File: src/sv/l2_relay_mac_rewrite_classifier_unit_defines.svh
// Assertion helpers for the files that check their own logic.
`ifndef L2_RELAY_MAC_REWRITE_CLASSIFIER_UNIT_DEFINES_SVH
`define L2_RELAY_MAC_REWRITE_CLASSIFIER_UNIT_DEFINES_SVH

// The consequent must hold in the same cycle as the antecedent.
`define L2RMR_ASSERT_NOW(label, clk, rst_n, ante, cons, msg) \
  label: assert property (@(posedge clk) disable iff (!rst_n) (ante) |-> (cons)) \
    else $error(msg);

// The consequent must hold in the cycle after the antecedent.
`define L2RMR_ASSERT_NEXT(label, clk, rst_n, ante, cons, msg) \
  label: assert property (@(posedge clk) disable iff (!rst_n) (ante) |=> (cons)) \
    else $error(msg);

`endif

File: src/sv/l2rmr_pkg.sv
`timescale 1ns / 1ps
package l2rmr_pkg;

  localparam int SLOTS = 16;
  localparam int IDX_W = (SLOTS > 1) ? $clog2(SLOTS) : 1;

  localparam int KIND_W    = 2;
  localparam int ETYPE_W   = 16;
  localparam int MAC_W     = 48;
  localparam int IP_W      = 32;
  localparam int SLOT_W    = 4;
  localparam int CFG_IDX_W = 3;
  localparam int CFG_DAT_W = 48;

  localparam logic [ETYPE_W-1:0] ETYPE_ARP  = 16'h0806;
  localparam logic [ETYPE_W-1:0] ETYPE_IPV4 = 16'h0800;

  typedef enum logic [KIND_W-1:0] {
    KIND_FRAME = 2'd0,
    KIND_TABLE = 2'd1,
    KIND_ARM   = 2'd2
  } kind_e;

  typedef enum logic [CFG_IDX_W-1:0] {
    CFG_OWN_IP      = 3'd0,
    CFG_OWN_MAC     = 3'd1,
    CFG_GATEWAY_MAC = 3'd2,
    CFG_EXPECT_IP   = 3'd3,
    CFG_EXPECT_MAC  = 3'd4
  } cfg_idx_e;

  typedef enum logic {
    ACT_FORWARD  = 1'b0,
    ACT_RESOLVED = 1'b1
  } action_e;

  typedef enum logic [1:0] {
    ST_IDLE,
    ST_SCAN,
    ST_FLUSH
  } state_e;

  typedef struct packed {
    logic             we;
    logic [IDX_W-1:0] idx;
    logic [IP_W-1:0]  ip;
    logic [MAC_W-1:0] mac;
    logic             en;
  } tbl_wr_t;

  typedef struct packed {
    logic             enabled;
    logic             src_hit;
    logic             dst_hit;
    logic [MAC_W-1:0] mac;
  } tbl_lookup_t;

  typedef struct packed {
    logic              action;
    logic [MAC_W-1:0]  new_dst_mac;
    logic [MAC_W-1:0]  new_src_mac;
    logic [MAC_W-1:0]  resolved_mac;
    logic [SLOT_W-1:0] slot;
    logic              last;
  } result_t;

endpackage

File: src/sv/l2rmr_if.sv
`timescale 1ns / 1ps
interface l2rmr_in_if;
  import l2rmr_pkg::*;
  logic               valid;
  logic               ready;
  logic [KIND_W-1:0]  kind;
  logic [ETYPE_W-1:0] ether_type;
  logic [MAC_W-1:0]   eth_src_mac;
  logic [IP_W-1:0]    ip_src;
  logic [IP_W-1:0]    ip_dst;
  logic [MAC_W-1:0]   arp_sender_mac;
  logic [IP_W-1:0]    arp_sender_ip;
  logic [MAC_W-1:0]   arp_target_mac;
  logic [SLOT_W-1:0]  entry_index;
  logic [IP_W-1:0]    entry_ip;
  logic [MAC_W-1:0]   entry_mac;
  logic               entry_enable;

  modport source (output valid, kind, ether_type, eth_src_mac, ip_src, ip_dst,
                  arp_sender_mac, arp_sender_ip, arp_target_mac, entry_index,
                  entry_ip, entry_mac, entry_enable, input ready);
  modport sink (input valid, kind, ether_type, eth_src_mac, ip_src, ip_dst,
                arp_sender_mac, arp_sender_ip, arp_target_mac, entry_index,
                entry_ip, entry_mac, entry_enable, output ready);
endinterface

interface l2rmr_out_if;
  import l2rmr_pkg::*;
  logic              valid;
  logic              ready;
  logic              action;
  logic [MAC_W-1:0]  new_dst_mac;
  logic [MAC_W-1:0]  new_src_mac;
  logic [MAC_W-1:0]  resolved_mac;
  logic [SLOT_W-1:0] slot;
  logic              last;

  modport source (output valid, action, new_dst_mac, new_src_mac, resolved_mac, slot,
                  last, input ready);
  modport sink (input valid, action, new_dst_mac, new_src_mac, resolved_mac, slot,
                last, output ready);
endinterface

interface l2rmr_cfg_if;
  import l2rmr_pkg::*;
  logic                 valid;
  logic                 ready;
  logic [CFG_IDX_W-1:0] index;
  logic [CFG_DAT_W-1:0] data;

  modport source (output valid, index, data, input ready);
  modport sink (input valid, index, data, output ready);
endinterface

File: src/sv/l2rmr_host_table.sv
`timescale 1ns / 1ps
module l2rmr_host_table (
  input  logic                  clk_i,
  input  logic                  rst_ni,
  input  l2rmr_pkg::tbl_wr_t    wr_i,
  input  logic [l2rmr_pkg::IDX_W-1:0] rd_idx_i,
  input  logic [l2rmr_pkg::IP_W-1:0]  ip_src_i,
  input  logic [l2rmr_pkg::IP_W-1:0]  ip_dst_i,
  output l2rmr_pkg::tbl_lookup_t lookup_o
);
  import l2rmr_pkg::*;

  logic [IP_W-1:0]  ip_q  [SLOTS];
  logic [MAC_W-1:0] mac_q [SLOTS];
  logic [SLOTS-1:0] en_q;
  logic [IP_W-1:0]  rd_ip;

  // Address and MAC entries are only used while their slot is enabled, and
  // enabling a slot always writes them, so they need no reset.
  always_ff @(posedge clk_i) begin
    if (wr_i.we) begin
      ip_q[wr_i.idx]  <= wr_i.ip;
      mac_q[wr_i.idx] <= wr_i.mac;
    end
  end

  always_ff @(posedge clk_i or negedge rst_ni) begin
    if (!rst_ni) begin
      en_q <= '0;
    end else if (wr_i.we) begin
      en_q[wr_i.idx] <= wr_i.en;
    end
  end

  assign rd_ip            = ip_q[rd_idx_i];
  assign lookup_o.enabled = en_q[rd_idx_i];
  assign lookup_o.src_hit = (ip_src_i == rd_ip);
  assign lookup_o.dst_hit = (ip_dst_i == rd_ip);
  assign lookup_o.mac     = mac_q[rd_idx_i];

endmodule

File: src/sv/l2_relay_mac_rewrite_classifier_unit.sv
`timescale 1ns / 1ps
// Channel  Role   Beat contents
// cfg_i    sink   register index, write data (always ready)
// in_i     sink   frame header fields, table write, or arm command
// out_o    source one rewrite or resolve result, last marks the final one
//
// Table writes, arm commands, ignored kinds and frames that fail the type, capture
// or own address checks are accepted in the idle state and leave it unchanged.
// An IPv4 frame that passes the own address checks is accepted and then, hit or not,
// walks every table slot through the shared slot compare before the flush state sends
// the held result, if any. A matching ARP reply is accepted and then flushed.
// Results wait in a one-deep output register; a stalled output holds the scan.
// Reset clears the enables, the registers and arms reply capture.
module l2_relay_mac_rewrite_classifier_unit (
  input logic       clk_i,
  input logic       rst_ni,
  l2rmr_cfg_if.sink cfg_i,
  l2rmr_in_if.sink  in_i,
  l2rmr_out_if.source out_o
);
  import l2rmr_pkg::*;

  `include "l2_relay_mac_rewrite_classifier_unit_defines.svh"

  logic [IP_W-1:0]  own_ip_q, expect_ip_q;
  logic [MAC_W-1:0] own_mac_q, gateway_mac_q, expect_mac_q;

  state_e           state_q, state_d;
  logic [IDX_W-1:0] idx_q, idx_d;
  logic             armed_q, armed_d;
  logic             pend_valid_q, pend_valid_d;
  result_t          pend_q, pend_d;
  logic             out_valid_q, out_valid_d;
  result_t          out_q, out_d;
  logic [IP_W-1:0]  ip_src_q, ip_dst_q;
  logic             cap_load;
  logic             in_ready;
  logic             out_free;
  logic             scan_hit;
  logic             scan_stall;
  tbl_wr_t          tbl_wr;
  tbl_lookup_t      lookup;

  // Configuration registers.
  assign cfg_i.ready = 1'b1;

  always_ff @(posedge clk_i or negedge rst_ni) begin
    if (!rst_ni) begin
      own_ip_q      <= '0;
      own_mac_q     <= '0;
      gateway_mac_q <= '0;
      expect_ip_q   <= '0;
      expect_mac_q  <= '0;
    end else if (cfg_i.valid) begin
      case (cfg_idx_e'(cfg_i.index))
        CFG_OWN_IP:      own_ip_q      <= cfg_i.data[IP_W-1:0];
        CFG_OWN_MAC:     own_mac_q     <= cfg_i.data[MAC_W-1:0];
        CFG_GATEWAY_MAC: gateway_mac_q <= cfg_i.data[MAC_W-1:0];
        CFG_EXPECT_IP:   expect_ip_q   <= cfg_i.data[IP_W-1:0];
        CFG_EXPECT_MAC:  expect_mac_q  <= cfg_i.data[MAC_W-1:0];
        default: ;
      endcase
    end
  end

  l2rmr_host_table u_table (
    .clk_i    (clk_i),
    .rst_ni   (rst_ni),
    .wr_i     (tbl_wr),
    .rd_idx_i (idx_q),
    .ip_src_i (ip_src_q),
    .ip_dst_i (ip_dst_q),
    .lookup_o (lookup)
  );

  assign out_free = !out_valid_q || out_o.ready;

  always_comb begin
    state_d      = state_q;
    idx_d        = idx_q;
    armed_d      = armed_q;
    pend_valid_d = pend_valid_q;
    pend_d       = pend_q;
    out_valid_d  = out_valid_q;
    out_d        = out_q;
    cap_load     = 1'b0;
    in_ready     = 1'b0;
    tbl_wr       = '0;
    scan_hit     = lookup.enabled && (lookup.src_hit || lookup.dst_hit);
    scan_stall   = 1'b0;

    if (out_valid_q && out_o.ready) begin
      out_valid_d = 1'b0;
    end

    case (state_q)
      ST_IDLE: begin
        in_ready = 1'b1;
        if (in_i.valid) begin
          case (kind_e'(in_i.kind))
            KIND_TABLE: begin
              if (32'(in_i.entry_index) < SLOTS) begin
                tbl_wr.we  = 1'b1;
                tbl_wr.idx = IDX_W'(in_i.entry_index);
                tbl_wr.ip  = in_i.entry_ip;
                tbl_wr.mac = in_i.entry_mac;
                tbl_wr.en  = in_i.entry_enable;
              end
            end
            KIND_ARM: begin
              armed_d = 1'b1;
            end
            KIND_FRAME: begin
              if (in_i.ether_type == ETYPE_ARP && armed_q) begin
                if (in_i.arp_sender_ip == expect_ip_q &&
                    in_i.arp_target_mac == expect_mac_q) begin
                  pend_d.action       = ACT_RESOLVED;
                  pend_d.new_dst_mac  = '0;
                  pend_d.new_src_mac  = '0;
                  pend_d.resolved_mac = in_i.arp_sender_mac;
                  pend_d.slot         = '0;
                  pend_d.last         = 1'b0;
                  pend_valid_d        = 1'b1;
                  armed_d             = 1'b0;
                  state_d             = ST_FLUSH;
                end
              end else if (in_i.ether_type == ETYPE_IPV4 &&
                           in_i.ip_dst != own_ip_q &&
                           in_i.eth_src_mac != own_mac_q) begin
                cap_load = 1'b1;
                idx_d    = '0;
                state_d  = ST_SCAN;
              end
            end
            default: ;
          endcase
        end
      end

      ST_SCAN: begin
        // A hit is held back until the next hit or the flush so that the final one can carry last.
        scan_stall = scan_hit && pend_valid_q && !out_free;
        if (!scan_stall) begin
          if (scan_hit) begin
            if (pend_valid_q) begin
              out_d       = pend_q;
              out_valid_d = 1'b1;
            end
            pend_d.action       = ACT_FORWARD;
            pend_d.new_dst_mac  = lookup.src_hit ? gateway_mac_q : lookup.mac;
            pend_d.new_src_mac  = own_mac_q;
            pend_d.resolved_mac = '0;
            pend_d.slot         = SLOT_W'(idx_q);
            pend_d.last         = 1'b0;
            pend_valid_d        = 1'b1;
          end
          if (idx_q == IDX_W'(SLOTS - 1)) begin
            state_d = ST_FLUSH;
          end else begin
            idx_d = idx_q + 1'b1;
          end
        end
      end

      ST_FLUSH: begin
        if (!pend_valid_q) begin
          state_d = ST_IDLE;
        end else if (out_free) begin
          out_d        = pend_q;
          out_d.last   = 1'b1;
          out_valid_d  = 1'b1;
          pend_valid_d = 1'b0;
          state_d      = ST_IDLE;
        end
      end

      default: begin
        state_d = ST_IDLE;
      end
    endcase
  end

  always_ff @(posedge clk_i or negedge rst_ni) begin
    if (!rst_ni) begin
      state_q      <= ST_IDLE;
      idx_q        <= '0;
      armed_q      <= 1'b1;
      pend_valid_q <= 1'b0;
      out_valid_q  <= 1'b0;
    end else begin
      state_q      <= state_d;
      idx_q        <= idx_d;
      armed_q      <= armed_d;
      pend_valid_q <= pend_valid_d;
      out_valid_q  <= out_valid_d;
    end
  end

  always_ff @(posedge clk_i) begin
    pend_q <= pend_d;
    out_q  <= out_d;
    if (cap_load) begin
      ip_src_q <= in_i.ip_src;
      ip_dst_q <= in_i.ip_dst;
    end
  end

  assign in_i.ready         = in_ready;
  assign out_o.valid        = out_valid_q;
  assign out_o.action       = out_q.action;
  assign out_o.new_dst_mac  = out_q.new_dst_mac;
  assign out_o.new_src_mac  = out_q.new_src_mac;
  assign out_o.resolved_mac = out_q.resolved_mac;
  assign out_o.slot         = out_q.slot;
  assign out_o.last         = out_q.last;

  `L2RMR_ASSERT_NOW(a_ready_no_held_result, clk_i, rst_ni, in_i.ready, !pend_valid_q, "input ready while a result is still held")
  `L2RMR_ASSERT_NEXT(a_resolve_disarms, clk_i, rst_ni, state_q == ST_IDLE && in_i.valid && in_i.kind == KIND_FRAME && pend_valid_d, !armed_q, "resolved reply did not disarm capture")
  `L2RMR_ASSERT_NEXT(a_scan_advances, clk_i, rst_ni, state_q == ST_SCAN && !scan_stall, state_q == ST_FLUSH || idx_q == IDX_W'($past(idx_q) + 1'b1), "slot scan failed to advance")

endmodule

File: src/flat_wrapper.sv
// flat-port wrapper written by rule: the top's interface ports become plain ports
module l2_relay_mac_rewrite_classifier_unit_flat import l2rmr_pkg::*;
  (clk_i, rst_ni, cfg_i_valid, cfg_i_index, cfg_i_data, cfg_i_ready, in_i_valid, in_i_kind, in_i_ether_type, in_i_eth_src_mac, in_i_ip_src, in_i_ip_dst, in_i_arp_sender_mac, in_i_arp_sender_ip, in_i_arp_target_mac, in_i_entry_index, in_i_entry_ip, in_i_entry_mac, in_i_entry_enable, in_i_ready, out_o_valid, out_o_action, out_o_new_dst_mac, out_o_new_src_mac, out_o_resolved_mac, out_o_slot, out_o_last, out_o_ready);
  l2rmr_cfg_if cfg_i_i ();
  l2rmr_in_if in_i_i ();
  l2rmr_out_if out_o_i ();
  input logic clk_i;
  input logic rst_ni;
  input wire logic [$bits(cfg_i_i.valid)-1:0] cfg_i_valid;
  input wire logic [$bits(cfg_i_i.index)-1:0] cfg_i_index;
  input wire logic [$bits(cfg_i_i.data)-1:0] cfg_i_data;
  output wire logic [$bits(cfg_i_i.ready)-1:0] cfg_i_ready;
  input wire logic [$bits(in_i_i.valid)-1:0] in_i_valid;
  input wire logic [$bits(in_i_i.kind)-1:0] in_i_kind;
  input wire logic [$bits(in_i_i.ether_type)-1:0] in_i_ether_type;
  input wire logic [$bits(in_i_i.eth_src_mac)-1:0] in_i_eth_src_mac;
  input wire logic [$bits(in_i_i.ip_src)-1:0] in_i_ip_src;
  input wire logic [$bits(in_i_i.ip_dst)-1:0] in_i_ip_dst;
  input wire logic [$bits(in_i_i.arp_sender_mac)-1:0] in_i_arp_sender_mac;
  input wire logic [$bits(in_i_i.arp_sender_ip)-1:0] in_i_arp_sender_ip;
  input wire logic [$bits(in_i_i.arp_target_mac)-1:0] in_i_arp_target_mac;
  input wire logic [$bits(in_i_i.entry_index)-1:0] in_i_entry_index;
  input wire logic [$bits(in_i_i.entry_ip)-1:0] in_i_entry_ip;
  input wire logic [$bits(in_i_i.entry_mac)-1:0] in_i_entry_mac;
  input wire logic [$bits(in_i_i.entry_enable)-1:0] in_i_entry_enable;
  output wire logic [$bits(in_i_i.ready)-1:0] in_i_ready;
  output wire logic [$bits(out_o_i.valid)-1:0] out_o_valid;
  output wire logic [$bits(out_o_i.action)-1:0] out_o_action;
  output wire logic [$bits(out_o_i.new_dst_mac)-1:0] out_o_new_dst_mac;
  output wire logic [$bits(out_o_i.new_src_mac)-1:0] out_o_new_src_mac;
  output wire logic [$bits(out_o_i.resolved_mac)-1:0] out_o_resolved_mac;
  output wire logic [$bits(out_o_i.slot)-1:0] out_o_slot;
  output wire logic [$bits(out_o_i.last)-1:0] out_o_last;
  input wire logic [$bits(out_o_i.ready)-1:0] out_o_ready;
  assign cfg_i_i.valid = cfg_i_valid;
  assign cfg_i_i.index = cfg_i_index;
  assign cfg_i_i.data = cfg_i_data;
  assign cfg_i_ready = cfg_i_i.ready;
  assign in_i_i.valid = in_i_valid;
  assign in_i_i.kind = in_i_kind;
  assign in_i_i.ether_type = in_i_ether_type;
  assign in_i_i.eth_src_mac = in_i_eth_src_mac;
  assign in_i_i.ip_src = in_i_ip_src;
  assign in_i_i.ip_dst = in_i_ip_dst;
  assign in_i_i.arp_sender_mac = in_i_arp_sender_mac;
  assign in_i_i.arp_sender_ip = in_i_arp_sender_ip;
  assign in_i_i.arp_target_mac = in_i_arp_target_mac;
  assign in_i_i.entry_index = in_i_entry_index;
  assign in_i_i.entry_ip = in_i_entry_ip;
  assign in_i_i.entry_mac = in_i_entry_mac;
  assign in_i_i.entry_enable = in_i_entry_enable;
  assign in_i_ready = in_i_i.ready;
  assign out_o_valid = out_o_i.valid;
  assign out_o_action = out_o_i.action;
  assign out_o_new_dst_mac = out_o_i.new_dst_mac;
  assign out_o_new_src_mac = out_o_i.new_src_mac;
  assign out_o_resolved_mac = out_o_i.resolved_mac;
  assign out_o_slot = out_o_i.slot;
  assign out_o_last = out_o_i.last;
  assign out_o_i.ready = out_o_ready;
  l2_relay_mac_rewrite_classifier_unit u_core (.clk_i(clk_i), .rst_ni(rst_ni), .cfg_i(cfg_i_i), .in_i(in_i_i), .out_o(out_o_i));
endmodule
File: config.mk
export PLATFORM = sky130hd
export DESIGN_NAME = l2_relay_mac_rewrite_classifier_unit_flat
export DESIGN_NICKNAME = d
export VERILOG_FILES = /design/src/sv/l2rmr_pkg.sv /design/src/sv/l2rmr_if.sv /design/src/sv/l2rmr_host_table.sv /design/src/sv/l2_relay_mac_rewrite_classifier_unit.sv /design/src/flat_wrapper.sv
export VERILOG_INCLUDE_DIRS = /design/src /design/src/sv
export SDC_FILE = /design/constraint.sdc
export NUM_CORES = 2
export LEC_CHECK = 0
export ABC_AREA = 0
export ABC_CLOCK_PERIOD_IN_PS = 13910
export BUFFER_PORTS_ARGS = -buffer_cell sky130_fd_sc_hd__buf_2
export CORE_ASPECT_RATIO = 1.25
export CORE_MARGIN = 5
export CORE_UTILIZATION = 39
export CTS_CLUSTER_SIZE = 16
export DETAILED_ROUTE_END_ITERATION = 16
export GPL_ROUTABILITY_DRIVEN = 0
export GPL_TIMING_DRIVEN = 0
export HOLD_SLACK_MARGIN = 0.15
export PLACE_DENSITY_LB_ADDON = 0.05
export SYNTH_ARGS = -nofsm -noshare
export SYNTH_HDL_FRONTEND = slang
export SYNTH_SLANG_ARGS = --single-unit
File: constraint.sdc
create_clock -name clk_i -period 13.91 [get_ports clk_i]
set_clock_uncertainty 0.2 [all_clocks]
set_input_delay 0.6955 -clock clk_i [delete_from_list [all_inputs] [get_ports clk_i]]
set_output_delay 0.6955 -clock clk_i [all_outputs]
set_load 0.02 [all_outputs]
==> summary.md <==
## Worst setup path
- cell breakdown of the critical path: buf_2 -> inv_2 -> buf_1 -> buf_2 -> mux2i_1 -> xnor2_1 -> nand3_1 -> nor4b_1 -> nand3_1 -> buf_2 -> buf_2 -> a311oi_1
- Worst Path Arrival: 7.61 ns
- most common cell type on the critical path: sky130_fd_sc_hd__buf_2
- peak fanout along the critical path: 10
- total buffers and inverters traversed by the critical path: 6
- category of the worst setup path launch point: flop
- Largest delay share family, worst path: buffers and inverters
- type of destination of the critical path: flop
- Crit Path Class: flop to flop
- Critical Path Max Stage Delay: 1.04 ns
- cell at the slowest stage of the critical path: sky130_fd_sc_hd__mux2i_1
- data required time at the worst endpoint: 14.17 ns

## Floorplan
- # IOs: 552
- die outline height: 494 microns
- die width: 397 microns
- effective utilization at floorplan: 39.2%
- die outline area: 196000 sq um
- core region area: 186000 sq um
- cell row count: 177

## Timing
- period utilisation layout: 52.9%
- setup repair after global routing missed its margin: no
- Final Max Slew Viols: 0
- Fin. Hold Viols: 0
- PnR worst setup slack: 6.56 ns
- transition time at the pin with the least slew margin: 1.30 ns
- worst-case hold slack: 0.208 ns
- minimum clock period: 7.35 ns
- Slew Limit Headroom: 12.5%
- setup violation total in the final timing report: 0
- maximum clock frequency: 0.136 GHz
- setup total negative slack: 0 ns

## Yosys
- synthesis warning total: 0
- Yosys reg bits: 1876
- count of unique library cells instantiated by Yosys: 66
- number of standard cells after synthesis: 3798
- Netlist Area Pre-Place: 73200 sq um
- average size of a mapped cell: 19.3 sq um
- Synthesized Nets: 4202
- dominant register cell in the synthesized netlist: sky130_fd_sc_hd__edfxtp_1
- FFs w/ async S/R, synth: 12.4%
- sequential share of the synthesized area: 75.4%
- number of synthesized flops with an enable pin: 1643

## Cells and area
- utilization of the core after routing: 47.7%
- total of fill cells in the finished design: 16000
- final design area excluding fillers: 88900 sq um
- layout cells sized above 1: 29.3%
- final standard cell count with taps included and fillers excluded: 7499
- area overhead of the layout relative to synthesis: 21.5%
- layout net count: 5219

## GRT
- antenna violations before repair: 42
- total global-route track usage: 25.1%
- wire length of the first global-routing pass: 343 mm
- number of global-route vias before repair: 41800
- final global-route overflow total: 0
- maximum number of pins on one net before global-route repair: 105

## Clocking
- clock buffers created by TritonCTS: 190
- number of sinks on the clock net: 1876
- CTS tree: built
- Clock Pin Slew Worst Setup and Hold Paths: 0.06 ns
- quantity of gates resized following cts: 0
- worst-case clock buffer depth: 3
- insertion delay to the later sink of the worst-skew pair: 0.82 ns
- number of H-tree levels: 4
- Root Buffer Master: sky130_fd_sc_hd__clkbuf_16

## Status
- result of the run: finished clean

## Route
- remaining design rule violation count: 0
- via density per instance: 5.43
- Avg WL per Cell: 33.5 microns
- count of routing violations after the opening detailed-route iteration: 3516
- first-pass iteration count of the detailed router: 5
- wirelength, routed: 251 mm
- vias post-DR: 40800
- antenna-violating nets left: 0

## Place
- pre-CTS setup slack: 6.46 ns
- buffers added on ports: 550
- dpl cell area: 81100 sq um
- total placed cells including tap cells: 6965
- dpl hpwl: 183 mm

## Job
- number of violations of the max-capacitance limit: 0

## Power
- total design power: 13.1 mW
- Leakage: 34.0 nW
- peak supply drop: 0.000119 V
- power density normalized to cell area: 147 nW/um^2

## Min path
- kind of path behind the tightest hold check: flop to flop

-- logic make-up (layout without fill, tap and decap cells) --
kind of cell	count (synthesis)	in the layout	synth area share (%)
other cells	1	17	0.00513
simple gates	446	446	3.44
fa+ha+maj	5	5	0.0855
compound gates	351	351	3.68
buf+inv	197	1376	1.25
mux	710	710	13.6
flops	1876	1876	75.4
xor+xnor	212	212	2.54
-- repair_timing --
item	in CTS	in global routing
setup buffers	0	0
endpoints found under the hold margin	399	0
hold buffers	164	0
endpoints found under the setup margin	0	0
-- cell usage after synthesis, types with 13 or more instances --
cell | count | area, sq um
sky130_fd_sc_hd__edfxtp_1 | 1643 | 49300
sky130_fd_sc_hd__mux2i_1 | 277 | 2770
sky130_fd_sc_hd__dfrtp_1 | 232 | 5810
sky130_fd_sc_hd__mux2_2 | 228 | 2570
sky130_fd_sc_hd__mux4_2 | 205 | 4620
sky130_fd_sc_hd__and2_1 | 137 | 857
sky130_fd_sc_hd__xor2_1 | 109 | 955
sky130_fd_sc_hd__a221oi_1 | 103 | 902
sky130_fd_sc_hd__xnor2_1 | 103 | 902
sky130_fd_sc_hd__clkbuf_1 | 95 | 357
sky130_fd_sc_hd__nor2_1 | 86 | 323
sky130_fd_sc_hd__a22oi_1 | 70 | 526
sky130_fd_sc_hd__nor2b_1 | 62 | 388
sky130_fd_sc_hd__o21ai_0 | 59 | 295
sky130_fd_sc_hd__a311oi_1 | 48 | 420
sky130_fd_sc_hd__buf_2 | 38 | 190
sky130_fd_sc_hd__nand4_1 | 33 | 206
sky130_fd_sc_hd__nand2_1 | 32 | 120
sky130_fd_sc_hd__buf_1 | 31 | 116
sky130_fd_sc_hd__nor4_1 | 31 | 194
sky130_fd_sc_hd__buf_4 | 15 | 113
sky130_fd_sc_hd__nand3_1 | 15 | 75.1
sky130_fd_sc_hd__nor3_1 | 13 | 65.1
-- placed cells by master (no fill, tap or decap), types with 103 or more instances in the layout --
master / Yosys / layout
sky130_fd_sc_hd__edfxtp_1: 1643 / 1643
sky130_fd_sc_hd__buf_2: 38 / 589
sky130_fd_sc_hd__mux2i_1: 277 / 277
sky130_fd_sc_hd__dfrtp_1: 232 / 232
sky130_fd_sc_hd__mux2_2: 228 / 228
sky130_fd_sc_hd__mux4_2: 205 / 205
sky130_fd_sc_hd__clkbuf_16: 0 / 193
sky130_fd_sc_hd__dlygate4sd3_1: 0 / 164
sky130_fd_sc_hd__and2_1: 137 / 136
sky130_fd_sc_hd__clkbuf_1: 95 / 132
sky130_fd_sc_hd__xor2_1: 109 / 109
sky130_fd_sc_hd__xnor2_1: 103 / 103
sky130_fd_sc_hd__a221oi_1: 103 / 103
-- state kept, by name (all words and copies together), names as in the netlist, 2 cells and up --
name	count
u_core.u_table.ip_q	512
u_core.ip_src_q	32
u_core.expect_ip_q	32
u_core.out_o.resolved_mac	48
u_core.expect_mac_q	48
u_core.out_o.new_dst_mac	48
u_core.ip_dst_q	32
u_core.u_table.mac_q	768
u_core.idx_q	4
u_core.gateway_mac_q	48
u_core.out_o.slot	4
u_core.out_o.new_src_mac	48
u_core.pend_q	149
u_core.state_q	2
u_core.u_table.en_q	16
u_core.own_ip_q	32
u_core.own_mac_q	48
-- layout make-up --
class | count | area (sq um) | area share (%)
Sequential cell | 1876 | 55200 | 62.0
Clock inverter | 121 | 1150 | 1.29
Timing Repair Buffer | 825 | 6290 | 7.08
Multi-Input combinational cell | 1725 | 17200 | 19.4
Clock buffer | 233 | 5000 | 5.62
Buffer | 188 | 880 | 0.989
Antenna cell | 16 | 40.0 | 0.0450
Inverter | 9 | 33.8 | 0.0380
Tap cell | 2506 | 3140 | 3.53
-- report_power, final --
| group | internal (mW) | leakage [nW] | switching [mW] | total [mW] |
|---|---|---|---|---|
| logic | 0.654 | 10.9 | 0.961 | 1.62 |
| clock network | 2.91 | 2.98 | 2.21 | 5.12 |
| registers | 6.24 | 20.1 | 0.128 | 6.36 |
| total | 9.80 | 34.0 | 3.30 | 13.1 |
-- worst paths after layout --
| kind | slack, ns | from | endpoint | cells after the start |
|---|---|---|---|---|
| min reg2reg | 0.21 | u_core.pend_q[142] | u_core.out_o.new_dst_mac[41] | 0 |
| max in group asynchronous | 11.86 | rst_ni | u_core.armed_q | 4 |
| max reg2reg | 6.56 | u_core.idx_q[1] | u_core.pend_q[140] | 12 |
| min | 0.21 | u_core.pend_q[142] | u_core.out_o.new_dst_mac[41] | 0 |
| max | 6.56 | u_core.idx_q[1] | u_core.pend_q[140] | 12 |
| min in group asynchronous | 0.34 | rst_ni | u_core.expect_mac_q[2] | 2 |
-- routing by layer --
metal  track usage, %  part of all wire [%]
met3             4.45                   6.0
met2             41.3                    48
met5                0                 0.096
met4             6.84                   2.7
met1             34.7                    43
(Power assumes the default switching activity.)
